### config.mk
export PLATFORM = sky130hd
export DESIGN_NAME = smo_cell
export DESIGN_NICKNAME = d
export VERILOG_FILES = /design/src/rtl/smo_pkg.sv /design/src/rtl/smo_cell.sv
export SDC_FILE = /design/constraint.sdc
export NUM_CORES = 1
export LEC_CHECK = 0
export ABC_AREA = 1
export BUFFER_PORTS_ARGS = -buffer_cell sky130_fd_sc_hd__buf_2
export CAP_MARGIN = 20
export CORE_MARGIN = 2
export CORE_UTILIZATION = 45
export CTS_BUF_LIST = sky130_fd_sc_hd__clkbuf_2
export CTS_CLUSTER_DIAMETER = 50
export DETAILED_ROUTE_END_ITERATION = 6
export PLACE_DENSITY = 0.88
export SLEW_MARGIN = 5
export SYNTH_ARGS = -nofsm -noshare
export SYNTH_HDL_FRONTEND = slang
export SYNTH_SLANG_ARGS = --single-unit
export TNS_END_PERCENT = 10
### constraint.sdc
create_clock -name clk -period 3.2 [get_ports clk]
set_input_delay 0.16 -clock clk [delete_from_list [all_inputs] [get_ports clk]]
set_output_delay 0.16 -clock clk [all_outputs]
set_load 0.05 [all_outputs]
### src/rtl/smo_pkg.sv
// ============================================================================
// smo_pkg
// Shared types and constants for the stack with middle operations.
// ============================================================================
`default_nettype none

package smo_pkg;

    localparam int DEF_STACK_DEPTH = 16;
    localparam int DEF_WORD_BITS   = 32;
    localparam int VALUE_BITS      = 32;
    localparam int MODE_BITS       = 3;
    localparam int STATUS_BITS     = 2;

    // Command codes carried in the mode field
    typedef enum logic [MODE_BITS-1:0] {
        MODE_PUSH     = 3'd0,
        MODE_POP      = 3'd1,
        MODE_PEEK     = 3'd2,
        MODE_FIND_MID = 3'd3,
        MODE_DEL_MID  = 3'd4
    } mode_t;

    // Response status codes
    typedef enum logic [STATUS_BITS-1:0] {
        ST_OK    = 2'd0,
        ST_EMPTY = 2'd1,
        ST_FULL  = 2'd2
    } status_t;

    // Operation broadcast to every cell of the chain
    typedef enum logic [1:0] {
        CELL_HOLD,
        CELL_PUSH,
        CELL_POP,
        CELL_DEL_MID
    } cell_op_t;

endpackage

`default_nettype wire

### src/rtl/smo_cell.sv
// ============================================================================
// smo_cell
// One stack slot. Takes from the slot above or below, or holds, per command.
// ============================================================================
`default_nettype none

module smo_cell
    import smo_pkg::*;
#(
    parameter int WORD_BITS = DEF_WORD_BITS,
    parameter int IDX_W     = 4,
    parameter int CELL_IDX  = 0
) (
    input  wire logic                 clk,
    input  wire cell_op_t             op,
    input  wire logic [IDX_W-1:0]     mid_idx,
    input  wire logic [WORD_BITS-1:0] prev_word,
    input  wire logic [WORD_BITS-1:0] next_word,
    output logic      [WORD_BITS-1:0] word,
    output logic      [WORD_BITS-1:0] mid_word
);

    logic [WORD_BITS-1:0] word_reg;
    logic [WORD_BITS-1:0] word_next;
    logic                 at_mid;
    logic                 past_mid;

    assign at_mid   = (mid_idx == IDX_W'(CELL_IDX));
    assign past_mid = (IDX_W'(CELL_IDX) >= mid_idx);

    always_comb
    begin
        case (op)
            CELL_PUSH:    word_next = prev_word;
            CELL_POP:     word_next = next_word;
            CELL_DEL_MID: word_next = past_mid ? next_word : word_reg;
            default:      word_next = word_reg;
        endcase
    end

    always_ff @(posedge clk)
    begin
        word_reg <= word_next;
    end

    assign word     = word_reg;
    assign mid_word = at_mid ? word_reg : '0;

endmodule

`default_nettype wire

======== Word-level counts from Yosys, hierarchy flattened ========
Cells that the tools add are included.
storage, ports and cells
  bits in registers ....................... 32
  bits of input ports ..................... 71
  output and inout port bits .............. 64
  word-level logic and storage cells ...... 12
cells by class
  magnitude comparators ................... 1
  eq/ne operators ......................... 4
  multiplexer cells ....................... 3
  reduce and logical (&&, ||, !) cells .... 3
operator list
  operator                                             number
  case mux 32 bit (3 select lines)                     1
  two-way mux 32 bit                                   2
  == test 2 bit (second input constant)                2
  >= comparator 1 x 4 -> 1 bit (first input constant)  1
  logical NOT 4 bit                                    1
  nonzero test 3 bit                                   1
  == test 2 x 1 -> 1 bit (second input constant)       1
  inequality test 2 bit (second input constant)        1
  AND reduction 2 bit                                  1

======== Longest topological paths before layout ========
Gate-level depths: netlist (run 1).
  word-level depth ........................ 3
  mapped depth ............................ 5
  mapped depth without buffers ............ 5

======== Worst setup path before layout (run 1) ========
No wires, ideal clock.
  path type ............................... input-to-reg
  start ................................... input op[0]
  end ..................................... register word_reg[0] (netlist: word[0]), enable pin
  data arrival time ....................... 1,416 ps
  data required time ...................... 2,811 ps
  path slack .............................. 1,395 ps
  cell stages on the path ................. 4
  buffers on the path ..................... 0
  path through ............................ inv_1 -> ha_1 -> or2_2 -> nand2_1
between the ends
  word-level cells in the longest chain between the ends .. 3
RTL lines
  what                                                                   RTL line        RTL
  from (decl)                                                            smo_cell.sv:15  input wire cell_op_t op,
  == test 2 bit or == test 2 x 1 -> 1 bit (tied branches)                smo_cell.sv:33  case (op)
  inequality test 2 bit (no line) or nonzero test 3 bit (tied branches)  n/a
  AND reduction 2 bit (no line) *                                        n/a
  to (signal assigned)                                                   smo_cell.sv:43  word_reg <= word_next;
  to (decl)                                                              smo_cell.sv:23  logic [WORD_BITS-1:0] word_reg;
Every way passes the cells marked *; elsewhere a longest branch is shown, timed or not.
A chain may end at the register's enable or synchronous reset.

======== Final worst setup path (run 1) ========
  start ................................... input mid_idx[1]
  end ..................................... output mid_word[31]
between the ends
  word-level cells in the longest chain between the ends .. 2
RTL lines
  what                RTL line        RTL
  from (decl)         smo_cell.sv:16  input wire logic [IDX_W-1:0] mid_idx,
  logical NOT 4 bit   smo_cell.sv:28  assign at_mid = (mid_idx == IDX_W'(CELL_IDX));
  two-way mux 32 bit  smo_cell.sv:47  assign mid_word = at_mid ? word_reg : '0;
  to (decl)           smo_cell.sv:20  output logic [WORD_BITS-1:0] mid_word
No other way between the ends.

==> metrics.md, run 1 <==
| Metric | Value |
|---|---|
| YS warnings | `0` |
| EDFF count, synth | `32` |
| CTS resizes | `0` |
| Setup TNS | `0 ps` |
| Initial DRC count | `75` |
| Number of post-CTS setup repair buffers | `0` |
| Layout cell share with drive strength beyond 1 | `0.5130` |
| Placed Area | `approximately 2500 um^2` |
| Minimum clock period | `between 1500 and 2000 ps` |
| Psw | `496.7 uW` |
| Netlist Area Pre-Place | `1866 um^2` |
| Via-per-instance ratio | `4.315` |
| Vias in the first global route | `1434` |
| Rows | `23` |
| Maximum fanout along the worst path | `17` |
| Post-Route WL | `about 4.2 mm` |
| Post-route antenna net violation count | `0` |
| Logic pwr share | `0.381` |
| Setup violators final | `0` |
| Worst-Margin Slew | `between 500 and 600 ps` |
| Worst Setup Path Type | `input pin to primary output` |
| Drt pass-1 iters | `4` |
| Chip width | `slightly below 70 um` |
| Top_reg_cell synth | `edfxtp_1` |
| Setup ws final | `approximately 1700 ps` |
| Final net count | `between 400 and 500` |
| Worst path arrival time | `1390 ps` |
| Period utilization | `0.4829` |
| Post-synth top cells | `inv_1 (63), nand2_1 (35), edfxtp_1 (32)` |
| Largest net degree at the start of global routing | `a little under 50` |
| Final Cell Area | `between 2000 and 3000 um^2` |
| Sequential share of power | `0.469` |
| PD cells | `459.3 nW/um^2` |
| Wire per inst | `between 10 and 15 um` |
| Async S/R FF share, synth | `0` |
| H-tree levels | `2` |
| Cells after Synth | `212` |
| Net Count, Synth | `285` |
| Max reg flops | `32` |
| Global Route Usage Sum | `0.1784` |
| Initial antenna violation count | `0` |
| Final Hold Vio Count | `0` |
| Peak supply drop | `roughly 0.00024 V` |
| Initial core utilization | `0.4664` |
| Most frequent cell after synthesis | `inv_1` |
| Clock tree sinks | `32` |
| Synth unique cells | `16` |
| Utilization after layout | `0.6500` |
| Yosys reg bits | `32` |
| Syn avg cell area | `around 9 um^2` |
| Core footprint | `between 4000 and 5000 um^2` |
| Crit end category | `primary output` |
| Worst min path class | `input pin to register` |
| Fmax | `about 650 MHz` |
| Area growth, synth to finish | `39.37%` |
| Sw Share | `0.4159` |
| Critical path data required time | `about 3000 ps` |
| Detailed Place HPWL | `between 3 and 4 mm` |
| DRC violations left | `0` |
| Routability Congestion | `~0.84` |
| Die area | `~4700 um^2` |
| Remaining Overflow, GRT | `0` |
| Worst slew margin | `0.6500` |
| Area share of the largest cell type after synthesis | `0.5151` |
| # diodes | `0` |
| TritonCTS clock tree | `done` |
| Hold_buf cts | `0` |
| I/O Pins | `135` |
| Clock share of power | `0.150` |
| Run status | `completed` |
| Synth area leaders | `edfxtp_1 (52%), inv_1 (13%), o21ai_0 (8.0%), nor2_2 (7.4%), nand2_1 (7.0%)` |
| Pint | `between 600 and 700 uW` |
| Cts bufs inserted | `5` |
| Global-route wire length before repair | `5.968 mm` |
| Maxcap violations | `0` |
| Clock slew at reported path FFs | `~150 ps` |
| Root Buffer | `clkbuf_2` |
| LEAKAGE | `roughly 0.0015 uW` |
| Largest area contributor in the netlist | `edfxtp_1` |
| Chip height | `68.39 um` |
| RSZ-0062 raised after global routing | `false` |
| Port Buf Inserts | `134` |
| Via count | `roughly 1.7k` |
| Critical Path Source Type | `input pin` |
| Final Max Slew Viols | `0` |
| Worst slack, placed | `between 1000 and 1500 ps` |
| Clock Tree Buf Depth | `2` |
| Sequential area share after synthesis | `0.5151` |
final cells by class:
class                           instances  area, um^2
Fill cell                             357        1400
Sequential cell                        32       960.9
Timing Repair Buffer                  137       705.7
Inverter                               63       236.5
Multi-Input combinational cell        107       595.6
Clock inverter                          1       3.754
Clock buffer                            7       35.03
Tap cell                               50       62.56
metrics by stage:
step	power, uW	hold WS (ps)	instances
after floorplan	908.0	345.9	212
after global placement	1018	437.5	388
after detailed placement	1029	440.1	388
after CTS	1209	38.98	396
after global routing	1268	14.23	397
final	1194	74.45	397
final timing paths:
path / endpoint / slack (ps) / depth (start not counted) / from
min: word[20] / 70 / 3 / next_word[20]
max: mid_word[31] / 1650 / 6 / mid_idx[1]
worst max-delay path, stage by stage:
cell and delay, ps:
buf_2 100, nor2_2 130, nand2_2 310, buf_12 300
nor2_1 100, buf_2 260
placed cells by master, fill, tap and decap left out, drive strengths merged:
cell type / netlist / routed
buf: 6 / 137
clkbuf: 4 / 7
clkinv: 0 / 1
edfxtp: 32 / 32
ha: 2 / 2
inv: 63 / 63
nand2: 36 / 36
nand3: 1 / 1
nor2: 35 / 35
o21ai: 32 / 32
or2: 1 / 1
metal layers:
layer  track usage  vias up  wire length, um
met5             0        -                0
met4       0.06250        0               51
met3       0.07237        6              289
met2        0.3341       62             2330
met1        0.1737      748             1539
li1              -      897                -
power by group through the flow:
stage / clock network [uW] / logic [uW] / registers, uW
2_1_floorplan: 0 / 133 / 775
3_3_place_gp: 0 / 450 / 568
3_5_place_dp: 0 / 458 / 571
4_1_cts: 189 / 458 / 562
5_1_grt: 213 / 487 / 568
6_report: 179 / 455 / 560
cell families (layout without fill, tap and decap cells):
family	count (synthesis)	in the layout	synth area share
DFF	32	32	0.5151
AOI/OAI and AO/OA	32	32	0.08585
adders and majority gates	2	2	0.01341
buffers and inverters	73	208	0.1657
and+or+nand+nor	73	73	0.2200
No activity file was read; power rests on OpenSTA's default activity.
==> run 2: changes to the inputs <==
--- a/config.mk
+++ b/config.mk
@@ -9,11 +9,11 @@
 export BUFFER_PORTS_ARGS = -buffer_cell sky130_fd_sc_hd__buf_2
 export CAP_MARGIN = 20
 export CORE_MARGIN = 2
-export CORE_UTILIZATION = 45
+export CORE_UTILIZATION = 42
 export CTS_BUF_LIST = sky130_fd_sc_hd__clkbuf_2
 export CTS_CLUSTER_DIAMETER = 50
 export DETAILED_ROUTE_END_ITERATION = 6
-export PLACE_DENSITY = 0.88
+export PLACE_DENSITY = 0.82
 export SLEW_MARGIN = 5
 export SYNTH_ARGS = -nofsm -noshare
 export SYNTH_HDL_FRONTEND = slang
==> constraint.sdc (replaced) <==
create_clock -name clk -period 1.45 [get_ports clk]
set_input_delay 0.0725 -clock clk [delete_from_list [all_inputs] [get_ports clk]]
set_output_delay 0.0725 -clock clk [all_outputs]
set_load 0.05 [all_outputs]
==> run 2 against run 1 <==
Final cell count rose by 4.5%; final area rose by 7.1%; non-clock buffer count rose by 16; worst setup slack got worse by 1400 ps; die area rose by 6.7%; hold slack got worse by 53 ps; wire length rose by 8.6%; largest cell class unchanged; largest power group unchanged.
==> metrics.md, run 2 (synthesized netlist as in run 1, its figures left out) <==
| Metric | Value |
|---|---|
| Setup TNS | `0 ps` |
| Clock Tree Buf Depth | `2` |
| Remaining Overflow, GRT | `0` |
| PD cells | `966.3 nW/um^2` |
| CTS resizes | `0` |
| Detailed Place HPWL | `approximately 3.5 mm` |
| Worst min path class | `input pin to register` |
| Period utilization | `0.8464` |
| Pint | `between 1500 and 2000 uW` |
| Final Hold Vio Count | `0` |
| Chip width | `approximately 71 um` |
| # diodes | `0` |
| Maxcap violations | `0` |
| Final Max Slew Viols | `0` |
| Final Cell Area | `roughly 2800 um^2` |
| Psw | `about 1100 uW` |
| Global-route wire length before repair | `7.003 mm` |
| Run status | `completed` |
| Global Route Usage Sum | `0.1789` |
| Fmax | `a little over 800 MHz` |
| Design Power | `roughly 2700 uW` |
| Clock share of power | `0.144` |
| Wire per inst | `approximately 11 um` |
| CP max stage cell | `edfxtp_1` |
| Initial antenna violation count | `0` |
| Sw Share | `0.4108` |
| Clock tree sinks | `32` |
| CP max stage delay | `390 ps` |
| Drt pass-1 iters | `5` |
| Worst Setup Path Type | `register to primary output` |
| Maximum fanout along the worst path | `2` |
| Non-filler cells, final | `415` |
| Layout cell share with drive strength beyond 1 | `0.4986` |
| Placed Area | `about 2600 um^2` |
| RSZ-0062 raised after global routing | `false` |
| Clock slew at reported path FFs | `about 150 ps` |
| Worst path arrival time | `1150 ps` |
| Routability Congestion | `approximately 0.86` |
| Via-per-instance ratio | `approximately 4.3` |
| Sequential share of power | `0.461` |
| Minimum clock period | `about 1200 ps` |
| Largest net degree at the start of global routing | `45` |
| Peak supply drop | `roughly 0.00055 V` |
| Most frequent cells in the layout | `buf_2 (134), inv_1 (63), nand2_1 (34)` |
| Number of post-CTS setup repair buffers | `0` |
| Crit path cell chain | `inv_1 -> nor2_2 -> buf_2` |
| Initial core utilization | `0.4314` |
| Port Buf Inserts | `about 130` |
| Crit end category | `primary output` |
| I/O Pins | `about 140` |
| Root Buffer | `clkbuf_2` |
| Die area | `roughly 5000 um^2` |
| Post-route antenna net violation count | `0` |
| Setup violators final | `0` |
| Most common cell after layout, fill and taps aside | `buf_2` |
| Initial DRC count | `77` |
| TritonCTS clock tree | `done` |
| Final net count | `435` |
| Max reg flops | `32` |
| Via count | `approximately 1.8k` |
| Cts bufs inserted | `5` |
| LEAKAGE | `between 0.0015 and 0.002 uW` |
| Placed cell count | `just under 400` |
| Chip height | `just over 70 um` |
| Rows | `24` |
| Worst-Margin Slew | `343.6 ps` |
| Vias in the first global route | `about 1.7k` |
| DRC violations left | `0` |
| H-tree levels | `2` |
| Area growth, synth to finish | `49.30%` |
| Worst slew margin | `0.7709` |
| Critical Path Source Type | `register` |
| Core footprint | `about 4300 um^2` |
| Post-Route WL | `~4.6 mm` |
| Logic pwr share | `0.395` |
| Critical path data required time | `1380 ps` |
-- run 2: cell count changes in the layout (fill, tap and decap cells not counted), sizes merged --
cell,previous run,this run
dlygate4sd3,0,14
buf,137,139
-- run 2: metrics by stage --
step,hold slack (ps),util,worst slack (ps)
after floorplan,258.4,-,5.056
final,21.34,0.6441,222.7
after CTS,0.8369,0.6418,177.4
after global placement,348.8,0.6027,114.2
after global routing,5.565,0.6441,119.9
after detailed placement,355.5,0.6027,95.90
-- run 2: worst paths after layout --
| check | start | to | slack (ps) | depth (start not counted) |
|---|---|---|---|---|
| worst max-delay path | word[17] | mid_word[17] | 220 | 3 |
| worst min-delay path | next_word[30] | word[30] | 20 | 3 |
-- run 2: routing by layer --
metal,vias up,track usage,routed length (um)
met1,764,0.1763,1640
met2,69,0.3564,2590
met4,0,0.08386,109
li1,929,-,-
met3,10,0.03134,233
met5,-,0,0
-- run 2: power by group through the flow --
stage / registers [uW] / logic, uW / clock network [uW]
CTS: 1250 / 1070 / 405
detailed placement: 1260 / 1040 / 0
finish: 1240 / 1060 / 388
global placement: 1260 / 1020 / 0
global route: 1260 / 1120 / 444
floorplan: 1710 / 294 / 0
-- run 2: layout make-up --
type | count | area (um^2)
clock buffers | 7 | 35.03
well taps | 52 | 65.06
clock inverters | 1 | 3.754
fillers | 377 | 1539
flip-flops and latches | 32 | 960.9
repair buffers | 153 | 885.9
multi-input cells | 107 | 598.1
inverters | 63 | 236.5
-- run 2: worst max-delay path, delay by kind of cell, from the launching register on --
family                 cells  cell delay (ps)
buffers and inverters      2              330
DFF                        1              390
and+or+nand+nor            1              100
-- run 2: what timing repair did --
item	4_1_cts	5_1_grt
hold buffers	13	1
hold endpoints to repair	13	1
endpoints found under the setup margin	0	0
